<file path="config.mk">
export PLATFORM = sky130hd
export DESIGN_NAME = mqdo_ram
export DESIGN_NICKNAME = d
export VERILOG_FILES = /design/src/rtl/message_queue_drop_oldest_assert.svh /design/src/rtl/mqdo_ram.sv
export SDC_FILE = /design/constraint.sdc
export NUM_CORES = 1
export LEC_CHECK = 0
export BUFFER_PORTS_ARGS = -buffer_cell sky130_fd_sc_hd__buf_2
export CORE_MARGIN = 1.5
export CORE_UTILIZATION = 54
export DETAILED_ROUTE_END_ITERATION = 7
export PLACE_DENSITY = 0.79
export SLEW_MARGIN = 20
export SYNTH_ARGS = -nofsm -noshare
export SYNTH_HDL_FRONTEND = slang
export SYNTH_SLANG_ARGS = --single-unit
</file>
<file path="constraint.sdc">
create_clock -name i_clk -period 1.7 [get_ports i_clk]
set_input_delay 0.085 -clock i_clk [delete_from_list [all_inputs] [get_ports i_clk]]
set_output_delay 0.085 -clock i_clk [all_outputs]
set_load 0.005 [all_outputs]
</file>
<file path="src/rtl/message_queue_drop_oldest_assert.svh">
// Assertion macros shared by the message queue RTL.
// Depends on nothing; included by the files that carry assertions.
`ifndef MESSAGE_QUEUE_DROP_OLDEST_ASSERT_SVH
`define MESSAGE_QUEUE_DROP_OLDEST_ASSERT_SVH

// Check a property on every rising clock edge outside reset.
`define MQDO_ASSERT(label, clk, rst_n, prop, msg) \
    label: assert property (@(posedge clk) disable iff (!rst_n) prop) else $error(msg);

// Check that a condition never holds outside reset.
`define MQDO_NEVER(label, clk, rst_n, cond, msg) \
    label: assert property (@(posedge clk) disable iff (!rst_n) !(cond)) else $error(msg);

`endif

</file>
<file path="src/rtl/mqdo_ram.sv">
// Generic simple dual-port RAM with one write port and a registered read port.
// Depends on nothing.
`default_nettype none

module mqdo_ram #(
    parameter int WIDTH = 8,
    parameter int DEPTH = 16
) (
    input  wire logic                     i_clk,
    input  wire logic                     i_wr_en,
    input  wire logic [$clog2(DEPTH)-1:0] i_wr_addr,
    input  wire logic [WIDTH-1:0]         i_wr_data,
    input  wire logic                     i_rd_en,
    input  wire logic [$clog2(DEPTH)-1:0] i_rd_addr,
    output logic      [WIDTH-1:0]         o_rd_data
);

    logic [WIDTH-1:0] r_mem [DEPTH];
    logic [WIDTH-1:0] r_rd_data;

    // Write, and hold read data until the next read
    always_ff @(posedge i_clk) begin
        if (i_wr_en) begin
            r_mem[i_wr_addr] <= i_wr_data;
        end
        if (i_rd_en) begin
            r_rd_data <= r_mem[i_rd_addr];
        end
    end

    assign o_rd_data = r_rd_data;

endmodule

`default_nettype wire

</file>
Yosys cells after proc, flatten, opt, wreduce, memory -nomap -nowiden
Memory sizes are Yosys's and may differ from the RTL's. A register that Yosys moved wholly into a read port is not among the register bits.
Index checks and enable logic that the tools add are counted.
- eq/ne operators: 0
- divide/modulo/power cells: 0
- muxes and demuxes: 2
- reduce and logical (&&, ||, !) cells: 0
- $add $sub $neg: 0
- $mul: 0
- order comparisons: 0
- bitwise operators: 0
- shift operators: 0
- operator list (operator ; count):
    1-bit two-way mux ; 2
- flip-flop bits (word level): 0
- bits in latches: 0
- input bits: 19
- memory bits (writable): 128
- ROM bits: 0
- memories kept: 1
- logic and storage cells: 3
- memory list (name ; words ; bits a word ; rd ports ; clocked after Yosys merged registers in ; write ports ; RTL line ; text):
    r_mem ; 16 ; 8 ; 1 ; 1 ; 1 ; mqdo_ram.sv:18 ; logic [WIDTH-1:0] r_mem [DEPTH];

Longest topological paths before layout
Gate-level depths: netlist of the first run.
- depth in word-level cells: 2
- depth in mapped cells: 5
- mapped depth without buffers: 3

Worst setup path before layout of the first run
No wires, ideal clock.
- path type: input port to flip-flop
- start point: in i_wr_addr[2]
- end point: mem r_mem[0][0], enable pin
- slack: 122 ps
- library setup time: 383 ps
- stages: 2
- arrival time: 1195 ps
- required time: 1317 ps
- cell sequence: or3b_2 > nor3_1
- RTL lines (item ; RTL line ; text):
    start, declared ; mqdo_ram.sv:11 ; input wire logic [$clog2(DEPTH)-1:0] i_wr_addr,
    end, declared ; mqdo_ram.sv:18 ;
Straight into the memory's write port.

==> results.md, run 1 <==
* I/O Pins at 27
* Min Tclk post-route at 1520 ps
* FILL cells at 583
* Fin Setup TNS at 0 ps
* Status: complete, no violations
* VDD IR max at 0.632 mV
* WP data required at 1960 ps
* Static leakage at 0.00212 uW
* Inserted Clock Buffers at 17
* P&R area growth vs syn at 19.3%
* Final clock period utilization by the worst path at 89.2%
* CTS Buffer Depth at 2
* First-pass GRT wire length at 14500 um
* DP Worst Slack at 78.0 ps
* CP Class: reg -> reg
* Clock root cell: clkbuf_8
* Slowest-stage cell, CP: mux4_1
* Synthesized cell area at 5230 sq um
* Initial drt markers at 172
* Yosys cell types at 18
* Cell taking the most area after synthesis: edfxtp_1
* DIE AREA at 10300 sq um
* Vert. Die Dim at 101 um
* Core Area at 9330 sq um
* Synth Instances at 229
* Fraction of layout cells with a size suffix above 1 at 30.5%
* Clk pin slew, worst setup/hold paths at 60 ps
* Starting Density at 56.0%
* YS warnings at 0
* CP startpoint: r_mem[1][5]$_DFFE_PP_
* Final worst setup slack at 184 ps
* Top post-synthesis cells by area: edfxtp_1 78%, mux4_2 7.8%, mux4_1 7.0%
* Syn_nets at 248
* Critical Path Fanout Max at 1
* Drt pass-1 iters at 5
* Unrepaired setup endpoints after global routing: false
* Post-CTS Setup Repair Bufs at 0
* Crit path max-delay family: multiplexers
* Count of pins over their slew limit at 0
* Max Fclk at 0.659 GHz
* Die W at 101 um
* Setup Skew at 4.22 ps
* Vias at 2522
* Routed length per instance at 22.2 um
* Syn avg cell area at 22.8 sq um
* Worst path max stage delay at 500 ps
* DR vias/cell at 5.81
* Pin count of the biggest net entering global routing at 33
* FF-to-FF Start: r_mem[1][5]$_DFFE_PP_
* Worst r2r path cells at 3
* Critical Path Source Type: flip-flop
* Vias in the first global route at 2568
* CP arrival at 1780 ps
* Final setup vio count at 0
* H-Tree Depth at 4
* Total Routing Usage GR at 21.1%
* Top-area cell type share of the netlist area at 78.1%
* Max-slew headroom at 56.1%
* Commonest non-fill, non-tap cell in the layout: edfxtp_1
* Antenna violations before repair at 0
* Cell chain of the critical path: mux4_1 -> a22oi_1 -> nand2_1
* Depth of the worst hold-timing path at 3
* Clk Latency, worst-skew pair at 520 ps
* Worst Hold Class: in -> reg
* Worst-Margin Slew at 656 ps
* Num rows at 35
* Gpl congestion at 0.711
* Hpwl dp at 5880 um
* # DRC at 0
* Antenna diodes at 0
* Highest-count cells in the layout ignoring fill and taps: 136 x edfxtp_1, 26 x buf_2, 18 x mux4_2
* MaxCap Viol Count at 0
* Seq/Total Area, Yosys at 78.1%
* Min-delay src: i_wr_addr[0]
* Clock Sinks at 136
* Gr ovfl total at 0
* Endpoint class of the critical path: flip-flop
* IO buf count at 26
* FF+latch count, synth at 136
* Crit. path cell count at 3
* Area taken by multi-input logic gates at 1060 sq um
* Endpoints failing hold at 0
* Area taken by flip-flops and latches at 4080 sq um
* Nets at 312
* Routed WL at 9630 um
* Reg-to-reg slack, setup at 180 ps
* Buf/Inv on CP at 0
* Pwr dens at 1180 nW/um^2
* CTS tree: built
* Routed Antenna Nets at 0
power breakdown:
part / leakage, uW / internal [uW] / total (uW) / switching, uW
sequential: 0.00124 / 3780 / 3800 / 23.8
clock: 0.000256 / 1900 / 3200 / 1300
combinational: 0.000630 / 166 / 356 / 191
total: 0.00212 / 5850 / 7360 / 1510
worst register-to-register path, stage by stage, from the launching register on:
cell and delay [ps]:
edfxtp_1 360, mux4_1 500, a22oi_1 290, nand2_1 110
what timing repair did:
| item | 4_1_cts | 5_1_grt |
|---|---|---|
| hold buffers | 9 | 0 |
| setup endpoints to repair | 0 | 0 |
| resized for setup | 0 | 0 |
| endpoints found under the hold margin | 136 | 0 |
cells by family (layout without fill, tap and decap cells):
group	Yosys count	count (layout)	synth area share, %
AO/OA/AOI/OAI	16	16	2.30
flip-flops	136	136	78.1
multiplexers	32	32	14.8
AND/OR/NAND/NOR	35	35	3.14
buffers and inverters	10	86	1.65
layer usage:
metal / track usage, % / vias up / part of all wire, %
met5: 0 / - / 0
met4: 10.9 / 0 / 2.0
met3: 6.00 / 14 / 6.4
met2: 34.0 / 108 / 51
met1: 26.4 / 1289 / 40
li1: - / 1111 / -
cells in the mapped netlist:
cell type	number
a22oi_1	16
and2_1	1
and2b_1	1
buf_2	3
buf_4	1
buf_6	3
clkdlybuf4s25_2	3
edfxtp_1	136
mux4_1	14
mux4_2	18
nand2_1	9
nand2b_1	2
nand3_1	1
nand3b_1	2
nor2_1	13
nor2b_1	1
nor3_1	4
or3b_2	1
worst paths after layout:
path,endpoint
worst max-delay path,o_rd_data[5]$_DFFE_PP_
worst min-delay path,r_mem[0][2]$_DFFE_PP_
worst max register to register,o_rd_data[5]$_DFFE_PP_
worst min register to register,o_rd_data[7]$_DFFE_PP_
sequential cells by signal, summed over array words and instances, names as in the netlist:
| name | flops |
|---|---|
| r_mem | 128 |
| o_rd_data | 8 |
cell type report:
cell class              instances  share of cell area (%)
multi-input cells              83                    17.0
well taps                     129                    2.59
clock inverters                14                    1.79
clock buffers                  17                    6.64
flip-flops and latches        136                    65.5
repair buffers                 55                    6.54
stage by stage:
step | hold WS [ps] | std cells | total power [uW] | utilization, % | instance area, sq um
CTS | 99.3 | 434 | 7400 | 66.9 | 6240
detailed placement | 459 | 394 | 4210 | 60.3 | 5620
finish | 113 | 434 | 7360 | 66.9 | 6240
global route | 118 | 434 | 7560 | 66.9 | 6240
global placement | 456 | 394 | 4190 | 60.3 | 5620
floorplan | 184 | 229 | 4050 | - | 5230
Power figures use the tool's default switching activity.
==> inputs of run 2 (changes only) <==
Settings changed: ABC_AREA set to 1, CORE_UTILIZATION 54 to 55, GPL_ROUTABILITY_DRIVEN set to 0, HOLD_SLACK_MARGIN set to 0.12, PLACE_DENSITY 0.79 to 0.8.
==> run 2 against run 1 <==
  * Maximum frequency increased by 13%
  * Total power up 8.4%
  * Global-route usage increased by 4.1 points
  * Worst setup slack improved by 180 ps
  * Via count rose by 62%
  * Die area grew 9.5%
  * Highest routed layer unchanged
  * Cell count rose by 73%
  * Register-to-register slack better by 180 ps
  * Hold slack improved by 46 ps
==> results.md, run 2 <==
* Cell chain of the critical path: inv_1 -> nand2_1 -> nand3_1 -> nand3_1 -> nand3_1 -> nand2_1
* Vias in the first global route at 3987 (+55%)
* Ys async rst share at 0% (unchanged)
* YS warnings at 0 (unchanged)
* Critical Path Fanout Max at 1 (unchanged)
* Dominant synthesized flop cell: edfxtp_1
* Max-slew headroom at 60.4% (+4.3 points)
* Final clock period utilization by the worst path at 78.7% (-10 points)
* Gr ovfl total at 0 (unchanged)
* Vias at 4074 (+62%)
* Unrepaired setup endpoints after global routing: false
* Total Routing Usage GR at 25.2% (+4.1 points)
* Clock root cell: clkbuf_8
* Largest register FFs at 128 (unchanged)
* Min Tclk post-route at 1340 ps (-178 ps)
* Slowest-stage cell, CP: edfxtp_1
* Routed WL at 13400 um (+39%)
* Core Area at 10300 sq um (+11%)
* Static leakage at 0.00297 uW (+40%)
* Antenna violations before repair at 0 (unchanged)
* Worst r2r path cells at 6 (+3)
* Nets at 622 (+99%)
* Reg-to-reg slack, setup at 360 ps (+180 ps)
* Most repeated library cell on the critical path: nand3_1
* Worst path max stage delay at 410 ps (-90 ps)
* Syn avg cell area at 10.6 sq um (-54%)
* Die W at 106 um (+4.7%)
* First-pass GRT wire length at 20600 um (+42%)
* H-Tree Depth at 4 (unchanged)
* CP endpoint: o_rd_data[7]$_DFFE_PP_
* CP Class: reg -> reg
* Worst Hold Class: in -> reg
* RR Endpoint: o_rd_data[7]$_DFFE_PP_
* Worst-Margin Slew at 593 ps (-62.8 ps)
* WP data required at 1970 ps (about the same)
* Yosys cell types at 11 (-7)
* Status: complete, no violations
* Starting Density at 56.6% (+0.59 points)
* Final core occ at 66.4% (-0.49 points)
* DIE AREA at 11300 sq um (+9.5%)
* Pin count of the biggest net entering global routing at 65 (+97%)
* Synth top cells by count: 173 x nand2_1, 136 x edfxtp_1, 100 x inv_1
* Routed Antenna Nets at 0 (unchanged)
* Most common cell in the netlist: nand2_1
* Antenna diodes at 0 (unchanged)
* Vert. Die Dim at 106 um (+4.7%)
* CP startpoint: r_mem[3][7]$_DFFE_PP_
* P&R area growth vs syn at 17.2%
* Top-area cell type share of the netlist area at 69.8% (-8.3 points)
* Post-CTS Setup Repair Bufs at 0 (unchanged)
* Setup Skew at 7.91 ps (+3.69 ps)
* Final worst setup slack at 361 ps (+178 ps)
* Highest-count cells in the layout ignoring fill and taps: 173 x nand2_1, 136 x edfxtp_1, 100 x inv_1
* # DRC at 0 (unchanged)
* Hpwl dp at 7880 um (+34%)
* Clk pin slew, worst setup/hold paths at 60 ps (about the same)
* Biggest register: r_mem
* FF+latch count, synth at 136 (unchanged)
* Initial drt markers at 358 (+110%)
* DR vias/cell at 5.42 (-6.8%)
* MaxCap Viol Count at 0 (unchanged)
* Count of pins over their slew limit at 0 (unchanged)
* Drt pass-1 iters at 5 (unchanged)
* IO buf count at 26 (unchanged)
* I/O Pins at 27 (unchanged)
* Num rows at 37 (+5.7%)
* Fraction of layout cells with a size suffix above 1 at 12.5% (-18 points)
* Top post-synthesis cells by area: edfxtp_1 70%, nand2_1 11%, nand3_1 8.3%
* Max Fclk at 0.747 GHz (+13%)
* CTS tree: built
* Endpoint class of the critical path: flip-flop
* Commonest non-fill, non-tap cell in the layout: nand2_1
* CTS Buffer Depth at 2 (unchanged)
* Clk Latency, worst-skew pair at 520 ps (about the same)
* FILL cells at 728 (+25%)
* VDD IR max at 0.957 mV (+51%)
* Seq/Total Area, Yosys at 69.8% (-8.3 points)
* Inserted Clock Buffers at 17 (unchanged)
* Fin Setup TNS at 0 ps (unchanged)
* Endpoints failing hold at 0 (unchanged)
* Syn_nets at 570 (+130%)
* Final setup vio count at 0 (unchanged)
* Synthesized cell area at 5850 sq um (+12%)
* DP Worst Slack at 171 ps (+92.6 ps)
* Critical Path Source Type: flip-flop
* Number of synthesized flops with an enable pin at 136 (unchanged)
* CP arrival at 1610 ps (-170 ps)
* Clock Sinks at 136 (unchanged)
* Routed length per instance at 17.8 um (-20%)
* Cell taking the most area after synthesis: edfxtp_1
* Synth Instances at 551 (+140%)
* Pwr dens at 1160 nW/um^2 (-1.4%)
* FF-to-FF Start: r_mem[3][7]$_DFFE_PP_
## run 2: worst min path at each step
| stage | start | endpoint | slack (ps) | depth (start not counted) |
|---|---|---|---|---|
| after detailed placement | i_rd_en | o_rd_data[7]$_DFFE_PP_ | 450 | 1 |
| after floorplan | i_wr_data[0] | r_mem[0][0]$_DFFE_PP_ | 180 | 0 |
| final | i_rd_addr[2] | o_rd_data[7]$_DFFE_PP_ | 160 | 4 |
| after global routing | i_rd_addr[2] | o_rd_data[6]$_DFFE_PP_ | 180 | 4 |
| after global placement | i_rd_en | o_rd_data[7]$_DFFE_PP_ | 450 | 1 |
| after CTS | i_rd_addr[2] | o_rd_data[7]$_DFFE_PP_ | 130 | 4 |
## run 2: logic make-up after synthesis
logic type / after synthesis / synth area share, %
AND/OR/NAND/NOR: 289 / 20.8
flip-flops: 136 / 69.8
buffers and inverters: 126 / 9.39
## run 2: critical path: cells and delay by family, from the launching register on
kind                   cells  cell delay (ps)
and+or+nand+nor            5              570
DFF                        1              410
buffers and inverters      1              100
## run 2: routing by layer
metal | vias up | track usage (%) | wire [um]
met3 | 34 | 5.70 | 1220
li1 | 1886 | - | -
met2 | 253 | 39.8 | 6550
met1 | 1901 | 33.4 | 5180
met4 | 0 | 11.8 | 433
met5 | - | 0 | 0
## run 2: layout make-up
cell class	instances	area, sq um	share of cell area, %
sequential	136	4080	59.6
multi-input combinational	289	1210	17.7
tap	136	170	2.48
clock inverter	13	179	2.61
timing repair buffer	57	400	5.84
inverter	102	383	5.59
clock buffer	19	422	6.15
## run 2: repair_timing
item,4_1_cts,5_1_grt
hold buffers,10,0
setup endpoints to repair,0,0
hold endpoints to repair,144,0
gates resized for setup,0,0
## run 2: through the flow
step	cell area (sq um)	hold slack, ps	cells	total power [uW]
after floorplan	5850	184	551	4130
after global placement	6150	447	710	4300
after detailed placement	6150	452	710	4310
after CTS	6850	134	752	7990
after global routing	6850	175	752	8190
final	6850	158	752	7980
## run 2: report_power, final
group,internal (uW),switching [uW],leakage [uW]
Sequential,3780,25.7,0.00124
Combinational,145,325,0.00145
Clock,2370,1330,0.000287
Total,6290,1680,0.00297
==> inputs of run 3 (changes only) <==
Settings changed: ABC_AREA 1 to 0, CORE_UTILIZATION 55 to 60, PLACE_DENSITY 0.8 to 0.83.
Clock period 1.7 ns to 1.4 ns, I/O delays scaled along.
==> run 3 against run 2 <==
  * The flow now finishes with violations (setup timing)
  * Maximum frequency down 9.9%
  * Die area down 18%
  * Critical path depth down 3
  * Core utilization up 8.8 points
  * Sequential power up 21%
  * Design area down 8.4%
  * Worst setup slack worse by 450 ps
  * Register-to-register slack worse by 450 ps
  * Cell count down 45%
  * Global-route usage up 2.0 points
==> results.md, run 3 (synthesized netlist as in run 1, its figures left out) <==
* Status: finished with violations
* Failing checks: setup timing
* Hpwl dp at 6510 um (-17%)
* Antenna violations before repair at 0 (unchanged)
* Final core occ at 75.2% (+8.8 points)
* Max-slew headroom at 40.2% (-20 points)
* IO buf count at 26 (unchanged)
* Pin count of the biggest net entering global routing at 17 (-74%)
* Die W at 96.3 um (-9.2%)
* VDD IR max at 1.04 mV (+8.6%)
* Endpoints failing hold at 0 (unchanged)
* Routed length per instance at 26.5 um (+49%)
* RR Endpoint: o_rd_data[2]$_DFFE_PP_
* Antenna diodes at 0 (unchanged)
* Worst path max stage delay at 520 ps (+110 ps)
* Core Area at 8340 sq um (-19%)
* Depth of the worst hold-timing path at 4 (unchanged)
* Final worst setup slack at -86.4 ps (-448 ps)
* Initial drt markers at 312 (-13%)
* DIE AREA at 9280 sq um (-18%)
* Clock Sinks at 136 (unchanged)
* DR vias/cell at 6.38 (+18%)
* Nets at 319 (-49%)
* Setup Skew at 7.90 ps (-0.00999 ps)
* Largest register FFs at 128 (unchanged)
* Gr ovfl total at 0 (unchanged)
* I/O Pins at 27 (unchanged)
* Clock root cell: clkbuf_8
* MaxCap Viol Count at 0 (unchanged)
* Hold Path End: r_mem[7][6]$_DFFE_PP_
* First-pass GRT wire length at 16500 um (-20%)
* CP Class: reg -> reg
* # DRC at 0 (unchanged)
* Min Tclk post-route at 1490 ps (+148 ps)
* Switch Pwr at 1830 uW (+8.6%)
* CP arrival at 1740 ps (+130 ps)
* Internal at 7290 uW (+16%)
* Unrepaired setup endpoints after global routing: true
* Comb pwr share at 5.5% (-0.4 points)
* Seq pwr share at 50.7% (+3.0 points)
* Vias in the first global route at 2752 (-31%)
* Drt pass-1 iters at 7 (+2)
* Post-CTS Setup Repair Bufs at 0 (unchanged)
* Fin Setup TNS at -383 ps (-383 ps)
* Endpoint class of the critical path: flip-flop
* CTS Buffer Depth at 2 (unchanged)
* Pwr dens at 1450 nW/um^2 (+25%)
* Routed Antenna Nets at 0 (unchanged)
* Static leakage at 0.00211 uW (-29%)
* Critical Path Fanout Max at 1 (unchanged)
* CTS tree: built
* Total Routing Usage GR at 27.2% (+2.0 points)
* Biggest register: r_mem
* Fraction of layout cells with a size suffix above 1 at 37.3% (+25 points)
* Count of pins over their slew limit at 0 (unchanged)
* Min-delay src: i_wr_addr[2]
* Clock power frac at 43.8% (-2.6 points)
* Worst Hold Class: in -> reg
* H-Tree Depth at 4 (unchanged)
* Starting Density at 62.7% (+6.0 points)
* P&R area growth vs syn at 20.0%
* WP data required at 1650 ps (-320 ps)
* Cell chain of the critical path: mux4_2 -> a22oi_2 -> nand2_1
* Worst-Margin Slew at 894 ps (+301 ps)
* FF-to-FF Start: r_mem[0][2]$_DFFE_PP_
* Routed WL at 11000 um (-18%)
* Reg-to-reg slack, setup at -90 ps (-450 ps)
* Commonest non-fill, non-tap cell in the layout: edfxtp_1
* Max Fclk at 0.673 GHz (-9.9%)
* Clk pin slew, worst setup/hold paths at 60 ps (about the same)
* Vert. Die Dim at 96.3 um (-9.2%)
* Worst r2r path cells at 3 (-3)
* Highest-count cells in the layout ignoring fill and taps: 136 x edfxtp_1, 28 x mux4_2, 26 x buf_2
* Final clock period utilization by the worst path at 106% (+27 points)
* Critical Path Source Type: flip-flop
* Num rows at 33 (-11%)
* FILL cells at 461 (-37%)
* CP startpoint: r_mem[0][2]$_DFFE_PP_
* Slowest-stage cell, CP: mux4_2
* Inserted Clock Buffers at 17 (unchanged)
* Switching share of power at 20.0% (-1.1 points)
* Vias at 2655 (-35%)
* Clk Latency, worst-skew pair at 510 ps (about the same)
* Final setup vio count at 8 (+8)
==> run 3: changes by cell type in the layout (fill, tap and decap cells not counted), sizes merged, moves of 2 or more <==
cell    change
a22oi      +16
buf         +4
bufinv      -2
inv       -102
mux4       +32
nand2     -164
nand2b      +2
nand3      -96
nor2        -4
nor3        +4
==> run 3: layout make-up <==
cell class	count	area [sq um]	area share, %
sequential	136	4080	65.1
clock inverter	11	109	1.74
timing repair buffer	62	453	7.22
clock buffer	19	422	6.72
multi-input combinational	83	1070	17.1
tap	105	131	2.09
==> run 3: worst max path at each step <==
stage                                  end  slack [ps]
floorplan           o_rd_data[1]$_DFFE_PP_          50
finish              o_rd_data[2]$_DFFE_PP_         -90
detailed placement  o_rd_data[1]$_DFFE_PP_        -310
global route        o_rd_data[2]$_DFFE_PP_        -100
global placement    o_rd_data[1]$_DFFE_PP_        -250
CTS                 o_rd_data[7]$_DFFE_PP_         -80
==> run 3: routing by layer <==
metal  share of wire [%]  global-route usage, %  wire [um]
met4                 1.6                   11.1        177
met5                   0                      0          0
met3                 8.5                   5.37        933
met2                  51                   43.4       5600
met1                  39                   37.6       4300
==> run 3: repair_timing <==
action | in CTS | in global routing
endpoints found under the hold margin | 166 | 0
hold buffers | 11 | 0
pin swaps | 11 | 3
endpoints found under the setup margin | 8 | 8
gates resized for setup | 18 | 2
==> run 3: through the flow <==
step | setup WS, ps | cells | hold WS, ps | total power (uW) | cell area [sq um]
floorplan | 47.6 | 229 | 169 | 4920 | 5230
global placement | -249 | 375 | 438 | 5120 | 5620
detailed placement | -313 | 375 | 446 | 5140 | 5620
CTS | -82.2 | 416 | 200 | 9150 | 6260
global route | -102 | 416 | 232 | 9370 | 6270
finish | -86.4 | 416 | 229 | 9120 | 6270
==> run 3: critical path: cells and delay by family (launching register included) <==
kind / cells / cell delay [ps]
mux: 1 / 520
flops: 1 / 420
simple gates: 1 / 110
compound gates: 1 / 180
==> run 3: power by group through the flow <==
| stage | sequential (uW) | combinational, uW | clock (uW) |
|---|---|---|---|
| floorplan | 4690 | 232 | 0 |
| global placement | 4690 | 426 | 0 |
| detailed placement | 4700 | 444 | 0 |
| CTS | 4620 | 498 | 4040 |
| global route | 4620 | 536 | 4210 |
| finish | 4620 | 502 | 4000 |
